## src/hw/rtl/erp2d_rot_cell.sv

```systemverilog
`default_nettype none
// Rotation cell: a*ca + b*cb, rounded to the input scale. Products are
// registered before the sum, and the rounded sum is registered again.
module erp2d_rot_cell #(
	parameter int VW = 18
) (
	input  wire logic                 clk,
	input  wire logic                 en,
	input  wire logic signed [VW-1:0] a,
	input  wire logic signed [17:0]   ca,
	input  wire logic signed [VW-1:0] b,
	input  wire logic signed [17:0]   cb,
	output logic signed [VW+3:0]      res
);
	logic signed [VW+17:0] pa_q;
	logic signed [VW+17:0] pb_q;
	logic signed [VW+18:0] sum;

	always_ff @(posedge clk) begin
		if (en) begin
			pa_q <= a * ca;
			pb_q <= b * cb;
		end
	end

	// Round half up, then floor shift.
	assign sum = VW'(0) + pa_q + pb_q + (VW+19)'(16384);

	always_ff @(posedge clk) begin
		if (en) begin
			res <= sum[VW+18:15];
		end
	end
endmodule
`default_nettype wire

```

## config.mk

```make
export PLATFORM = sky130hd
export DESIGN_NAME = erp2d_rot_cell
export DESIGN_NICKNAME = d
export VERILOG_FILES = /design/src/hw/rtl/erp2d_rot_cell.sv
export SDC_FILE = /design/constraint.sdc
export NUM_CORES = 2
export LEC_CHECK = 0
export ABC_AREA = 1
export BUFFER_PORTS_ARGS = -buffer_cell sky130_fd_sc_hd__clkbuf_2
export CAP_MARGIN = 25
export CORE_MARGIN = 4
export CORE_UTILIZATION = 50
export CTS_BUF_LIST = sky130_fd_sc_hd__clkbuf_4 sky130_fd_sc_hd__clkbuf_8
export DETAILED_ROUTE_END_ITERATION = 16
export GPL_TIMING_DRIVEN = 0
export PLACE_DENSITY = 0.73
export SLEW_MARGIN = 10
export SYNTH_ARGS = -nofsm -noshare
export SYNTH_HDL_FRONTEND = slang
export SYNTH_SLANG_ARGS = --single-unit
```

## constraint.sdc

```tcl
create_clock -name clk -period 14.7 [get_ports clk]
set_clock_uncertainty 0.1 [all_clocks]
set_input_delay 0.735 -clock clk [delete_from_list [all_inputs] [get_ports clk]]
set_output_delay 0.735 -clock clk [all_outputs]
set_load 0.005 [all_outputs]
```

# Yosys cells after proc, flatten, opt, wreduce, memory -nomap -nowiden

Cells that the tools add are included.

Input bits: 74
Register bits: 94
Logic and storage cells: 7
Output and inout bits: 22

$mul: 2
Add/subtract/negate cells: 2

Operators by type and width:

| operator               | number |
|---|---|
| $mul 18x18->36         | 2 |
| $add 36x36->37         | 1 |
| $add 37x16->37 const B | 1 |

# Logic depth before layout (Yosys ltp)

Word-level depth: 2
Mapped depth: 27
Gate-level depth less buffers: 25

# Least setup slack after synthesis

OpenSTA, ideal clock, no wires.

Kind: input to register
Start point: input port cb[4]
End point: register pb_q[35], data pin
Stages on the path: 22
Library setup time: 252 ps
Buffers on the path: 2
Data arrival time: 5,934 ps
Setup slack: 8,414 ps
Required time: 14,348 ps
Path through: clkbuf_1 > clkbuf_1 > nand2_1 > fa_1 > inv_1 > fa_1 > fa_1 > fa_1 > fa_1 > inv_1 > fa_1 > inv_1 > ha_1 > nand2_1 > nor2_2 > inv_1 > nor2_2 > inv_1 > nor3_1 > a21oi_1 > nand2_1 > nand2_1

Longest elaborated chain between the ends: 1

RTL lines:

| what                 | line | source |
|---|---|---|
| from (decl)          | 12   | `input wire logic signed [17:0] cb,` |
| $mul 18x18->36       | 22   | `pb_q <= b * cb;` |
| to (signal assigned) | 22   |  |
| to (decl)            | 16   | `logic signed [VW+17:0] pb_q;` |

Every way passes these cells.
A chain may end at the register's enable or synchronous reset.

# Final worst setup path

Start point: input port ca[4]
End point: register pa_q[35], data pin

Longest elaborated chain between the ends: 1

RTL lines:

| what                 | line | source |
|---|---|---|
| from (decl)          | 10   | `input wire logic signed [17:0] ca,` |
| $mul 18x18->36       | 21   | `pa_q <= a * ca;` |
| to (signal assigned) | 21   |  |
| to (decl)            | 15   | `logic signed [VW+17:0] pa_q;` |

Every way passes these cells.

==> results.yml <==
synthesis:
  synth-async-reset-ratio_pct: 0
  synth.net_count: 5004
  yosys.area.top_type: "fa_1"
  synth.distinct_cells: 43
  synth.top_cells.by_area: "fa_1 42%, inv_1 15%, nand2_1 12%, ha_1 10%, edfxtp_1 8.9%"
  ys_ff_latch: 94
  yosysTopAreaCellShare_pct: 41.76
  ys.flop_type: "edfxtp_1"
  netlist_area_mm2: 0.03154
  syn_inst: 4017
  post_synth.cell_area_avg_um2: 7.852
  synth_edf_count: 94
  ys_warn_count: 0
  seq_area_frac_synth_pct: 8.950
cells_and_area:
  syn_to_final_growth_pct: 4.447
  drive_gt1_share_pct: 2.119
  fillers: 5915
  layout_commonest_cell: "inv_1"
  nets: 5041
  layout_common_cells: "1,238 x inv_1, 1,019 x nand2_1, 658 x fa_1, 255 x ha_1, 175 x nor2_1"
  register_area_mm2: 0.002823
  multiInputGateArea_mm2: 0.02352
  insertedDiodeCount: 0
timing:
  timing.slew.headroom_pct: 43.50
  drv_slew: 0
  min_period_ns: 7.344
  setup-violations-final: 0
  rsz0062_at_grt: "false"
  hold_viol_final: 0
  finalCritPeriodShare_pct: 49.96
  worst-slew-pin-transition_ns: 0.8476
  max_freq_mhz: 136.2
  tns_ns: 0
global_routing:
  globalRoute.totalOverflow: 0
  grt_pass1_vias: 25674
  grt_pass1_wl_um: 133000
  grt_max_degree: 58
  track_usage_pct: 25.20
  antenna_found_initial: 0
worst_setup_path:
  critical_path.max_fanout: 10
  critical-path-top-delay-family: "adder cells"
  end_kind: "flop"
  r2r_slack_ns: 12.07
  start_kind: "input pin"
  path_cells: "clkbuf_1, clkbuf_1, nand2_1, fa_1, inv_1, fa_1, fa_1, fa_1, fa_1, inv_1, fa_1, inv_1, ha_1, nand2_1, nor2_1, inv_1, o21ai_0, nand2_1, nand2_1, a21oi_1, nand2_1, nand2_1"
  critPathRequiredTime_ns: 14.73
  cp_slowest_stage_delay_ns: 0.82
  path_class: "in2reg"
  path_buf_inv: 6
  crit_slowest_cell: "fa_1"
  arrival_ns: 7.37
clock_network:
  cts_hold_buf: 0
  cts_resized: 0
  worstSkewPairLatency_ns: 0.38
  cts_made_buffers: 9
  cts_sinks: 94
  cts_setup_buffers: 0
  clkTransAtPathRegs_ns: 0.09
  root_buffer: "clkbuf_8"
  cts_tree: "done"
  htree_num_levels: 3
  ctsLongestPathBuffers: 2
floorplan:
  start_util_pct: 50.83
  die_x_um: 259.2
  design.core.area_mm2: 0.06205
  pin_count: 96
  die-area_mm2: 0.06716
  rows: 91
  die_height_um: 259.2
detailed_routing:
  post_drt_wl_per_cell_um: 16.71
  viasPerCell: 5.067
  via_count: 24807
  wl_um: 81790
  drtIter0Drc: 2068
  ant_nets: 0
  drc: 0
  first_pass_iters: 6
placed_design:
  portBuffers: 25
  dp_hpwl_um: 71430
  routabilityCongestion: 0.9851
outcome:
  status: "finished clean"
min_path:
  hold_path.class: "reg2reg"
job:
  cap_violations: 0
cells in the mapped netlist (all sizes together) (4+ instances only):
library cell	instances
edfxtp	94
a21boi	10
nor2	186
fa	658
nand3b	7
nor3	15
ha	255
buf	5
and3	5
o21ai	55
nand2	1028
or2	15
a21o	7
clkbuf	137
xor2	53
nand3	81
o21bai	21
inv	1242
a31oi	4
xnor2	12
nand4	15
a21oi	98
worst paths after layout:
path,endpoint,start,cells after the start
worst max register to register,res[20]$_DFFE_PP_,pa_q[34]$_DFFE_PP_,9
worst min-delay path,res[21]$_DFFE_PP_,pb_q[35]$_DFFE_PP_,4
worst max-delay path,pa_q[35]$_DFFE_PP_,ca[4],22
worst min register to register,res[21]$_DFFE_PP_,pb_q[35]$_DFFE_PP_,4
state kept, by name, indices dropped and copies added (netlist names):
| name | cells |
|---|---|
| pb_q | 36 |
| pa_q | 36 |
| res | 22 |
kinds of logic (layout without fill, tap and decap cells):
| kind of cell | count (synthesis) | in the layout | synth area share, % |
|---|---|---|---|
| buffers and inverters | 1386 | 1428 | 16.49 |
| and+or+nand+nor | 1359 | 1359 | 17.26 |
| adders and majority gates | 913 | 913 | 51.88 |
| AOI/OAI and AO/OA | 200 | 200 | 3.614 |
| DFF | 94 | 94 | 8.950 |
| xor gates and xnor gates | 65 | 65 | 1.805 |
metrics by stage:
step           setup WS (ns)  util [%]  hold WS [ns]  instances  area (µm²)
6_report               7.357     53.09        0.8439       4896       32940
5_1_grt                7.026     53.09        0.8929       4896       32940
3_5_place_dp           7.082     52.77        0.8072       4880       32740
4_1_cts                7.472     53.09        0.8192       4896       32940
3_3_place_gp           7.149     52.72        0.7966       4879       32710
2_1_floorplan          8.414         -        0.6254       4017       31540
per-layer routing:
| layer | share of wire (%) | vias up | track usage (%) |
|---|---|---|---|
| li1 | - | 11499 | - |
| met1 | 42 | 12197 | 35.15 |
| met2 | 46 | 946 | 40.80 |
| met3 | 9.3 | 165 | 5.219 |
| met4 | 2.7 | 0 | 6.146 |
| met5 | 0 | - | 0 |
final cells by class:
cell class / instances / share of cell area, %
tap: 837 / 3.179
timing repair buffer: 26 / 0.4710
multi-input combinational: 2537 / 71.38
inverter: 1244 / 14.17
buffer: 142 / 1.618
clock inverter: 6 / 0.2089
sequential: 94 / 8.569
clock buffer: 10 / 0.3988
worst min-delay path: cells and delay by family, from the launching register on:
| kind | cells | cell delay (ns) |
|---|---|---|
| adder cells (fa/ha/maj) | 1 | 0.23 |
| AND/OR/NAND/NOR | 2 | 0.14 |
| buffers and inverters | 1 | 0.07 |
| flip-flops | 1 | 0.34 |
Power is not shown: default switching activity piles up to over one toggle a cycle in this logic, so the estimate is an artifact.
