### config.mk
export PLATFORM = sky130hd
export DESIGN_NAME = erp2d_trig_cell
export DESIGN_NICKNAME = d
export VERILOG_FILES = /design/src/hw/rtl/erp2d_pkg.sv /design/src/hw/rtl/erp2d_trig_cell.sv
export SDC_FILE = /design/constraint.sdc
export NUM_CORES = 1
export LEC_CHECK = 0
export ABC_CLOCK_PERIOD_IN_PS = 6200
export BUFFER_PORTS_ARGS = -buffer_cell sky130_fd_sc_hd__buf_2
export CORE_MARGIN = 2
export CORE_UTILIZATION = 45
export CTS_BUF_LIST = sky130_fd_sc_hd__clkbuf_16
export DETAILED_ROUTE_END_ITERATION = 8
export GPL_ROUTABILITY_DRIVEN = 0
export HOLD_SLACK_MARGIN = 0.03
export PLACE_DENSITY_LB_ADDON = 0.1
export SLEW_MARGIN = 20
export SYNTH_ARGS = -nofsm -noshare
export SYNTH_HDL_FRONTEND = slang
export SYNTH_SLANG_ARGS = --single-unit
### constraint.sdc
create_clock -name clk -period 6.2 [get_ports clk]
set_clock_uncertainty 0.05 [all_clocks]
set_input_delay 0 -clock clk [delete_from_list [all_inputs] [get_ports clk]]
set_output_delay 0 -clock clk [all_outputs]
set_load 0.02 [all_outputs]
### src/hw/rtl/erp2d_pkg.sv
`default_nettype none
package erp2d_pkg;

	// Sine polynomial coefficients, Q.15.
	localparam logic [16:0] POLY_A = 17'd51472;
	localparam logic [16:0] POLY_B = 17'd21024;
	localparam logic [16:0] POLY_C = 17'd2320;
	localparam logic [16:0] TRIG_ONE = 17'd32768;

	// Output width and limits.
	localparam int OUT_W = 18;
	localparam logic signed [OUT_W-1:0] OUT_MAX = 18'sd131071;
	localparam logic signed [OUT_W-1:0] OUT_MIN = -18'sd131072;

	// Fixed port widths of the channels.
	localparam int FIELD_W = 16;

	typedef struct packed {
		logic [FIELD_W-1:0] point_x;
		logic [FIELD_W-1:0] point_y;
		logic [FIELD_W-1:0] point_z;
		logic [FIELD_W-1:0] angle_about_x;
		logic [FIELD_W-1:0] angle_about_y;
		logic [FIELD_W-1:0] angle_about_z;
		logic               pick_y;
	} in_item_t;

	typedef struct packed {
		logic signed [OUT_W-1:0] rotated_value;
	} out_item_t;

endpackage
`default_nettype wire

### src/hw/rtl/erp2d_trig_cell.sv
`default_nettype none
// One cell of the sine pipeline. The stage select picks which of the
// polynomial steps this cell performs; each cell registers its result and
// passes it on to the next cell in every enabled cycle.
module erp2d_trig_cell #(
	parameter int STEP = 0
) (
	input  wire logic        clk,
	input  wire logic        en,
	input  wire logic [16:0] t_in,
	input  wire logic [16:0] acc_in,
	input  wire logic [16:0] t2_in,
	output logic      [16:0] t_out,
	output logic      [16:0] acc_out,
	output logic      [16:0] t2_out
);
	import erp2d_pkg::*;

	logic [33:0] prod;
	logic [16:0] acc_d;
	logic [16:0] t2_d;

	// Step 0: t2 = t*t. Step 1: inner = B - t2*C. Step 2: mid = A - t2*inner.
	// Step 3: r = t*mid, clamped to one.
	always_comb begin
		t2_d = t2_in;
		acc_d = acc_in;
		prod = '0;
		case (STEP)
			0: begin
				prod = t_in * t_in;
				t2_d = prod[31:15];
			end
			1: begin
				prod = t2_in * POLY_C;
				acc_d = POLY_B - prod[31:15];
			end
			2: begin
				prod = t2_in * acc_in;
				acc_d = POLY_A - prod[31:15];
			end
			default: begin
				prod = t_in * acc_in;
				acc_d = (prod[33:15] > {2'b00, TRIG_ONE}) ? TRIG_ONE : prod[31:15];
			end
		endcase
	end

	always_ff @(posedge clk) begin
		if (en) begin
			t_out <= t_in;
			t2_out <= t2_d;
			acc_out <= acc_d;
		end
	end
endmodule
`default_nettype wire

# Word-level counts from Yosys, hierarchy flattened
# Index checks and enable logic that the tools add are counted.
# W data, S select, Z words.
[classes]
n_addsub = 0
multipliers = 1
div_mod_pow = 0
order_cmp = 0
eq_ne = 0
shift = 0
muxes = 0
n_bitwise = 0
n_reduce_logical = 0
[ops]
columns = ["operator", "n"]
rows = [
  ["$mul A17 B17 Y32", 1],
]
[totals]
reg_bits = 51
latchBits = 0
ramBits = 0
romBits = 0
input_bits = 53
out_inout_bits = 51
wordCells = 4
memories = 0

# Longest topological paths before layout
# Gate-level depths: netlist (run 1).
[depth]
ltp_word = 1
ltp_mapped = 21
depth_no_buf = 21

# Worst setup path before layout (run 1)
# OpenSTA, ideal clock, no wires.
[synth_timing]
kind = "input to register"
startpoint = "in t_in[8]"
endpoint = "reg t2_out[15] (data pin)"
setup_time_ps = 262
arrival_ps = 4954
required_ps = 5888
setup_slack_ps = 934
cell_stages = 21
n_path_buf = 1
cell_sequence = "clkbuf_1 nand2_1 fa_1 inv_1 fa_1 inv_1 fa_1 inv_1 fa_1 fa_1 inv_1 fa_1 inv_1 ha_1 nand2_1 o21ai_0 nor4_1 o21ai_2 a41oi_2 o211ai_2 xor2_1"
[synth_between]
elab_chain_len = 1
[synth_rtl]
columns = ["item", "line", "rtl"]
rows = [
  ["from (decl)", "erp2d_trig_cell.sv:10", "input wire logic [16:0] t_in,"],
  ["$mul A17 B17 Y32", "erp2d_trig_cell.sv:31", "prod = t_in * t_in;"],
  ["via prod[30]", "erp2d_trig_cell.sv:19", "logic [33:0] prod;"],
  ["to (signal assigned)", "erp2d_trig_cell.sv:52", "t2_out <= t2_d;"],
  ["to (decl)", "erp2d_trig_cell.sv:15", "output logic [16:0] t2_out"],
]
# The timed path passes the listed nets, and every way through them passes these cells.
# A chain may end at the register's enable or synchronous reset.

# Worst setup path in the final report (run 1)
[layout_timing]
startpoint = "in t_in[7]"
endpoint = "reg t2_out[14] (data pin)"
# Same word-level chain as after synthesis.

==> metrics.yaml, run 1 <==
die:
  dieArea_mm2: 0.02174
  die_h_um: 147.4
  start_util_pct: 45.76
  rows: 52
  coreArea_mm2: 0.02023
  die_x_um: 147.4
  io_pins: 104
clock_network:
  cts-resized-gates: 0
  cts_made_buffers: 5
  ctsRootBufferMaster: "clkbuf_16"
  tritoncts: "done"
  ctsHoldBuffers: 17
  postCtsSetupBuffers: 0
  htreeDepth: 2
  path_clk_slew_ns: 0.07
  clock_path_buffers: 2
  cts_sinks: 51
detailed_routing:
  drt_iter0_markers: 242
  wirelength_um: 19730
  ant_nets: 0
  wl_per_cell_um: 15.34
  dr.pass1.iters: 6
  vias: 6071
  drc: 0
  viasPerCell: 4.721
worst_setup_path:
  crit_path_frequent_cell: "fa_1"
  crit_start: "t_in[7]"
  cp_top_family: "adder cells"
  critical_path_buf_inv_count: 5
  crit_path_end_kind: "flip-flop"
  cp_max_fo: 18
  crit_slowest_cell: "fa_1"
  critPathArrivalTime_ns: 5.45
  worstSetupPathType: "in -> reg"
  max_stage_delay_ns: 0.56
  critPathLaunchType: "input pin"
  required_ns: 6.20
  path_cells: "buf_2 > and2_1 > inv_1 > fa_1 > fa_1 > fa_1 > inv_1 > fa_1 > fa_1 > inv_1 > fa_1 > inv_1 > ha_1 > a21oi_1 > nand2_1 > a31oi_1 > a31oi_1 > nor2_1 > o21ai_1 > xor2_1"
timing:
  worst_pin_slew_ns: 0.6724
  slew_viol_final: 0
  period_needed_ns: 5.453
  setup_tns_ns: 0
  setup_viol: 0
  relSlewSlack_pct: 55.17
  rsz0062_at_grt: "no"
  post-route-period-util_pct: 87.95
  fmax_mhz: 183.4
  finalHoldViolCount: 0
placement:
  place.port_buffers: 86
  hpwl_um: 16010
synthesis:
  yosys.cell_types.count: 41
  synthCells: 912
  synth_edf_count: 51
  synth-seq-cells: 51
  syn_nets: 1256
  synthDominantCellAreaShare_pct: 40.65
  post-synth-top-area-cell: "fa_1"
  ys.flop_type: "edfxtp_1"
  ys_warn_count: 0
  avgSynthCellArea_um2: 10.15
  synth.area.top_cells: "fa_1, edfxtp_1, ha_1"
  synth_area_mm2: 0.009259
  async_flop_share_pct: 0
  yosysSeqAreaShare_pct: 16.54
run:
  maxCapViolCount: 0
grt:
  grt_pass1_wl_um: 33440
  grt_util_met3_pct: 2.315
  grt_max_degree: 52
  met2_usage_pct: 32.29
  grtUsageTotal_pct: 19.64
  busiest_layer: "met2"
  globalRouteOverflowTotal: 0
  grt_pass1_vias: 6543
  grt_use_met1_pct: 28.85
  antenna_found_initial: 0
layout:
  antenna_cells: 0
  syn_to_final_growth_pct: 11.99
  drive_gt1_share_pct: 11.32
  num-nets-final: 1359
  multi_input_area_mm2: 0.006630
  num-fill-cells: 1917
  regArea_mm2: 0.001531
hold_path:
  hp-class: "in -> reg"
  min_from: "t_in[16]"
status:
  outcome: "finished, final reports clean"
==> cells by family after synthesis <==
logic type	after synthesis	share of synthesized area, %
compound gates	63	4.581
flops	51	16.54
simple gates	183	9.406
fa+ha+maj	291	54.57
xor+xnor	31	2.932
buf+inv	292	11.85
mux	1	0.1216
==> worst paths after layout <==
check                   endpoint  slack [ns]  cells past startpoint
worst max-delay path  t2_out[14]        0.75                     20
worst min-delay path   t_out[16]         0.1                      1
==> metrics by stage <==
stage / cells / util, % / instance area, um^2 / setup slack [ns] / hold WS [ns]
after floorplan: 912 / - / 9259 / 0.9344 / 0.04887
after detailed placement: 1261 / 49.64 / 10040 / 0.4284 / 0.1281
after global routing: 1286 / 51.24 / 10370 / 0.4654 / 0.09997
after CTS: 1286 / 51.24 / 10370 / 0.7364 / 0.09812
final: 1286 / 51.24 / 10370 / 0.7472 / 0.09900
after global placement: 1261 / 49.64 / 10040 / 0.4114 / 0.1273
==> area by class of cell <==
cell class / count / share of cell area [%]
sequential: 51 / 14.77
tap: 270 / 3.258
multi-input combinational: 569 / 63.94
timing repair buffer: 115 / 6.661
clock buffer: 5 / 1.207
inverter: 273 / 9.883
clock inverter: 3 / 0.2775
==> cells in the mapped netlist, types with 10 or more instances <==
| cell type | instances |
|---|---|
| inv_1 | 273 |
| fa_1 | 188 |
| and2_1 | 53 |
| clkbuf_1 | 18 |
| nand2_1 | 85 |
| edfxtp_1 | 51 |
| nor2_1 | 21 |
| xor2_1 | 11 |
| xnor2_1 | 20 |
| o21ai_0 | 10 |
| a21oi_1 | 19 |
| ha_1 | 103 |
==> cell usage in the layout (no fill, tap or decap), types with 2 or more instances in the layout <==
| master | n |
|---|---|
| o21a_1 | 3 |
| nor2_1 | 21 |
| a211o_1 | 2 |
| buf_4 | 12 |
| clkinv_4 | 2 |
| or2_2 | 3 |
| o21bai_1 | 4 |
| clkbuf_16 | 5 |
| and3_1 | 2 |
| nand2_1 | 85 |
| fa_1 | 188 |
| o211ai_1 | 2 |
| nand3_1 | 7 |
| inv_1 | 273 |
| o21ai_0 | 10 |
| nand4_1 | 3 |
| buf_2 | 86 |
| edfxtp_1 | 51 |
| ha_1 | 103 |
| xnor2_1 | 20 |
| o31ai_1 | 2 |
| and2_1 | 53 |
| nor3_1 | 2 |
| a31oi_1 | 3 |
| nor2b_1 | 4 |
| a21oi_1 | 19 |
| xor2_1 | 11 |
| dlygate4sd3_1 | 17 |
| a211oi_1 | 2 |
| a21o_1 | 6 |
==> flip-flops by register name (all words and copies together), names as in the netlist <==
name / count
t_out: 17
t2_out: 17
acc_out: 17
==> per-layer routing <==
metal	part of all wire [%]	routed length, um	vias up
met4	1.3	260	0
met1	48	9530	3009
met3	3.6	708	20
met5	0	0	-
met2	47	9230	110
li1	-	-	2932
Power of run 1 is not shown: default switching activity piles up to over one toggle a cycle in this logic, so the estimate is an artifact.
==> run 2: changes to the inputs <==
- CELL_PAD_IN_SITES_DETAIL_PLACEMENT: not set -> 0
- CELL_PAD_IN_SITES_GLOBAL_PLACEMENT: not set -> 1
==> run 2 against run 1 <==
Effect of this change: routed wire length decreased by 0.44%; final area decreased by 0.39%; clock-buffer cell count unchanged; sequential share of layout area increased by 0.057 points; flip-flop and latch count unchanged; critical path depth decreased by 1.
==> metrics.yaml, run 2 (same netlist as run 1, synthesis figures left out) <==
status:
  outcome: "finished, final reports clean"  # unchanged
timing:
  setup_viol: 0  # unchanged
  finalHoldViolCount: 0  # unchanged
  hold-worst-slack_ns: 0.07636  # was 0.09900 ns
  slew_viol_final: 0  # unchanged
  rsz0062_at_grt: "no"  # unchanged
  post-route-period-util_pct: 87.91  # was 87.95%
  setup_tns_ns: 0  # unchanged
  fmax_mhz: 183.5  # was 183.4 MHz
  setup_ws_ns: 0.7497  # was 0.7472 ns
  worst_pin_slew_ns: 0.7232  # was 0.6724 ns
  period_needed_ns: 5.450  # was 5.453 ns
  relSlewSlack_pct: 51.79  # was 55.17%
clock_network:
  tritoncts: "done"  # unchanged
  ctsRootBufferMaster: "clkbuf_16"  # unchanged
  path_clk_slew_ns: 0.09  # was 0.07 ns
  htreeDepth: 2  # unchanged
  postCtsSetupBuffers: 0  # unchanged
  cts_sinks: 51  # unchanged
  clock_path_buffers: 2  # unchanged
  cts_made_buffers: 5  # unchanged
die:
  start_util_pct: 45.76  # unchanged
  io_pins: 104  # unchanged
  coreArea_mm2: 0.02023  # unchanged
  dieArea_mm2: 0.02174  # unchanged
  rows: 52  # unchanged
  die_h_um: 147.4  # unchanged
  die_x_um: 147.4  # unchanged
worst_setup_path:
  max_stage_delay_ns: 0.57  # was 0.56 ns
  crit_path_end_kind: "flip-flop"  # unchanged
  critPathLaunchType: "input pin"  # unchanged
  cp_max_fo: 15  # was 18
  path_cells: "buf_2 > inv_1 > nor2_1 > fa_1 > fa_1 > fa_1 > fa_1 > fa_1 > inv_1 > fa_1 > inv_1 > ha_1 > a21o_1 > a22o_1 > a31oi_1 > a31oi_1 > nor2_1 > o21ai_1 > xor2_1"  # was buf_2 > and2_1 > inv_1 > fa_1 > fa_1 > fa_1 > inv_1 > fa_1 > fa_1 > inv_1 > fa_1 > inv_1 > ha_1 > a21oi_1 > nand2_1 > a31oi_1 > a31oi_1 > nor2_1 > o21ai_1 > xor2_1
  required_ns: 6.23  # was 6.20 ns
  critPathArrivalTime_ns: 5.48  # was 5.45 ns
  crit_slowest_cell: "fa_1"  # unchanged
  crit_path_frequent_cell: "fa_1"  # unchanged
  worstSetupPathType: "in -> reg"  # unchanged
layout:
  mostFrequentLayoutCell: "inv_1"  # unchanged
  syn_to_final_growth_pct: 11.55  # was 11.99%
  num-nets-final: 1354  # was 1,359
  drive_gt1_share_pct: 10.88  # was 11.32%
  antenna_cells: 0  # unchanged
  layout.cells.most_common_list: "inv_1, fa_1, ha_1"  # unchanged
  reg.largest.list: "acc_out: 17 flops, t2_out: 17 flops, t_out: 17 flops"  # unchanged
  fin_util_pct: 51.04  # was 51.24%
grt:
  antenna_found_initial: 1  # was 0
  grt_pass1_vias: 6638  # was 6,543
  grtUsageTotal_pct: 19.56  # was 19.64%
  grt_max_degree: 52  # unchanged
  grt_pass1_wl_um: 33200  # was 33,440 um
  globalRouteOverflowTotal: 0  # unchanged
detailed_routing:
  viasPerCell: 4.728  # was 4.721
  wirelength_um: 19640  # was 19,730 um
  dr.pass1.iters: 4  # was 6
  wl_per_cell_um: 15.33  # was 15.34 um
  vias: 6056  # was 6,071
  drt_iter0_markers: 139  # was 242
  drc: 0  # unchanged
  ant_nets: 0  # unchanged
hold_path:
  hp-class: "in -> reg"  # unchanged
run:
  maxCapViolCount: 0  # unchanged
placement:
  hpwl_um: 15840  # was 16,010 um
  place.port_buffers: 86  # unchanged
  post-place-ws_ns: 0.3609  # was 0.4284 ns
run 2: timing repair:
item | 4_1_cts | 5_1_grt
resized for setup | 0 | 0
hold buffers | 17 | 0
hold endpoints to repair | 17 | 0
run 2: cell type report:
type	count	area, um^2
sequential	51	1531
clock inverter	3	26.28
fill	1974	9906
timing repair buffer	110	653.1
multi-input combinational	569	6630
inverter	273	1025
clock buffer	5	125.1
tap	270	337.8
run 2: path summary, 6_finish.rpt:
kind / from / endpoint / cells past startpoint / slack, ns
min: t_in[14] / t_out[14] / 1 / 0.08
max: t_in[8] / t2_out[14] / 19 / 0.75
run 2: metrics by stage:
step | instance area [um^2] | std cells
floorplan | 9259 | 912
global placement | 10010 | 1256
detailed placement | 10010 | 1256
CTS | 10330 | 1281
global route | 10330 | 1281
finish | 10330 | 1281
run 2: critical path: cells and delay by family:
family          cells  cell delay [ns]
buf+inv             4             0.66
compound gates      5             0.93
fa+ha+maj           7             3.20
xor+xnor            1             0.15
simple gates        2             0.54
run 2: per-layer routing:
metal	track usage [%]	vias to the layer above	share of wire [%]
li1	-	2915	-
met1	25.83	3071	44
met2	35.84	62	53
met3	1.821	8	2.1
met4	3.077	0	0.73
met5	0	-	0
Power of run 2 is left out for the same reason.
==> run 3: changes to the inputs <==
- ABC_CLOCK_PERIOD_IN_PS: 6200 -> 5300
- clock period: 6.2 -> 5.3 ns (I/O delays scaled with it)
==> run 3 against run 2 <==
Effect of this change: final cell count grew 8.0%; first-iteration DRC count grew 17%; hold slack lost 0.042 ns; sequential share of layout area shrank 1.2 points; routed wire length grew 4.4%; critical path depth is the same; final area grew 8.5%; flip-flop and latch count is the same; die area is the same; critical endpoint is now t2_out[16]; highest routed layer unchanged.
==> metrics.yaml, run 3 (same netlist as run 1, synthesis figures left out) <==
status:
  outcome: "finished, final reports clean"  # unchanged
die:
  die_h_um: 147.4  # unchanged
  rows: 52  # unchanged
  coreArea_mm2: 0.02023  # unchanged
  dieArea_mm2: 0.02174  # unchanged
  start_util_pct: 45.76  # unchanged
  io_pins: 104  # unchanged
  die_x_um: 147.4  # unchanged
layout:
  fin_util_pct: 55.37  # was 51.04%
  layout.cells.most_common_list: "inv_1, fa_1, buf_4"  # was inv_1, fa_1, ha_1
  drive_gt1_share_pct: 19.95  # was 10.88%
  syn_to_final_growth_pct: 21.00  # was 11.55%
  reg.largest.list: "acc_out: 17 flops, t2_out: 17 flops, t_out: 17 flops"  # unchanged
  num-nets-final: 1456  # was 1,354
  mostFrequentLayoutCell: "inv_1"  # unchanged
  antenna_cells: 0  # unchanged
worst_setup_path:
  crit_path_frequent_cell: "fa_1"  # unchanged
  crit_start: "t_in[7]"  # was t_in[8]
  path_cells: "clkbuf_4 > buf_4 > and2_1 > fa_1 > fa_1 > fa_1 > fa_1 > fa_1 > inv_1 > fa_1 > inv_1 > ha_1 > a21o_1 > a22o_1 > a31oi_4 > a31oi_4 > a21oi_1 > o211ai_1 > xnor2_1"  # was buf_2 > inv_1 > nor2_1 > fa_1 > fa_1 > fa_1 > fa_1 > fa_1 > inv_1 > fa_1 > inv_1 > ha_1 > a21o_1 > a22o_1 > a31oi_1 > a31oi_1 > nor2_1 > o21ai_1 > xor2_1
  crit_slowest_cell: "fa_1"  # unchanged
  critPathLaunchType: "input pin"  # unchanged
  max_stage_delay_ns: 0.57  # about the same
  required_ns: 5.32  # was 6.23 ns
  worstSetupPathType: "in -> reg"  # unchanged
  cp_max_fo: 9  # was 15
  crit_path_end_kind: "flip-flop"  # unchanged
  critPathArrivalTime_ns: 5.11  # was 5.48 ns
placement:
  place.port_buffers: 86  # unchanged
  hpwl_um: 17390  # was 15,840 um
  post-place-ws_ns: -0.3121  # was 0.3609 ns
clock_network:
  cts_sinks: 51  # unchanged
  ctsRootBufferMaster: "clkbuf_16"  # unchanged
  cts_made_buffers: 5  # unchanged
  path_clk_slew_ns: 0.09  # about the same
  clock_path_buffers: 2  # unchanged
  htreeDepth: 2  # unchanged
  tritoncts: "done"  # unchanged
detailed_routing:
  vias: 6449  # was 6,056
  wirelength_um: 20500  # was 19,640 um
  wl_per_cell_um: 14.82  # was 15.33 um
  ant_nets: 0  # unchanged
  dr.pass1.iters: 4  # unchanged
  drt_iter0_markers: 162  # was 139
  viasPerCell: 4.663  # was 4.728
  drc: 0  # unchanged
grt:
  grt_max_degree: 52  # unchanged
  globalRouteOverflowTotal: 0  # unchanged
  antenna_found_initial: 0  # was 1
  grtUsageTotal_pct: 20.32  # was 19.56%
  grt_pass1_vias: 7009  # was 6,638
  grt_pass1_wl_um: 34330  # was 33,200 um
timing:
  post-route-period-util_pct: 96.00
  setup_viol: 0  # unchanged
  slew_viol_final: 0  # unchanged
  hold-worst-slack_ns: 0.03424  # was 0.07636 ns
  setup_ws_ns: 0.2121  # was 0.7497 ns
  fmax_mhz: 196.5
  worst_pin_slew_ns: 0.6882  # was 0.7232 ns
  period_needed_ns: 5.088
  finalHoldViolCount: 0  # unchanged
  setup_tns_ns: 0  # unchanged
  relSlewSlack_pct: 54.12  # was 51.79%
hold_path:
  hp-class: "in -> reg"  # unchanged
  min_from: "t_in[9]"  # was t_in[14]
  whs_path_depth: 1  # unchanged
run:
  maxCapViolCount: 0  # unchanged
## run 3: path summary, 6_finish.rpt
path          to  slack [ns]
max   t2_out[16]        0.21
min     t_out[9]        0.03
## run 3: final cells by class
type                            instances  area, um^2
Clock buffer                            5       125.1
Fill cell                            1900        9031
Multi-Input combinational cell        569        6695
Tap cell                              270       337.8
Timing Repair Buffer                  212        1461
Inverter                              273        1025
Clock inverter                          3       27.53
Sequential cell                        51        1531
## run 3: routing by layer
metal	wire length, um	global-route usage [%]	up-vias
met5	0	0	-
met4	356	5.048	0
met3	597	2.315	15
met2	11190	37.66	88
met1	8361	25.37	3221
li1	-	-	3125
## run 3: critical path: cells and delay by family
family	cells	cell delay, ns
adders and majority gates	7	3.29
xor gates and xnor gates	1	0.14
AOI/OAI and AO/OA	6	1.05
buffers and inverters	4	0.44
and+or+nand+nor	1	0.20
## run 3: through the flow
step           area [um^2]  cells
6_report             11200   1383
5_1_grt              11200   1383
4_1_cts              11110   1381
3_5_place_dp         10780   1356
3_3_place_gp         10780   1356
2_1_floorplan         9259    912
## run 3: repair_timing
action,CTS,global route
buffers inserted,0,1
endpoints found under the setup margin,0,8
gates resized for setup,0,20
hold endpoints to repair,17,1
hold buffers,17,1
Power of run 3 is left out for the same reason.
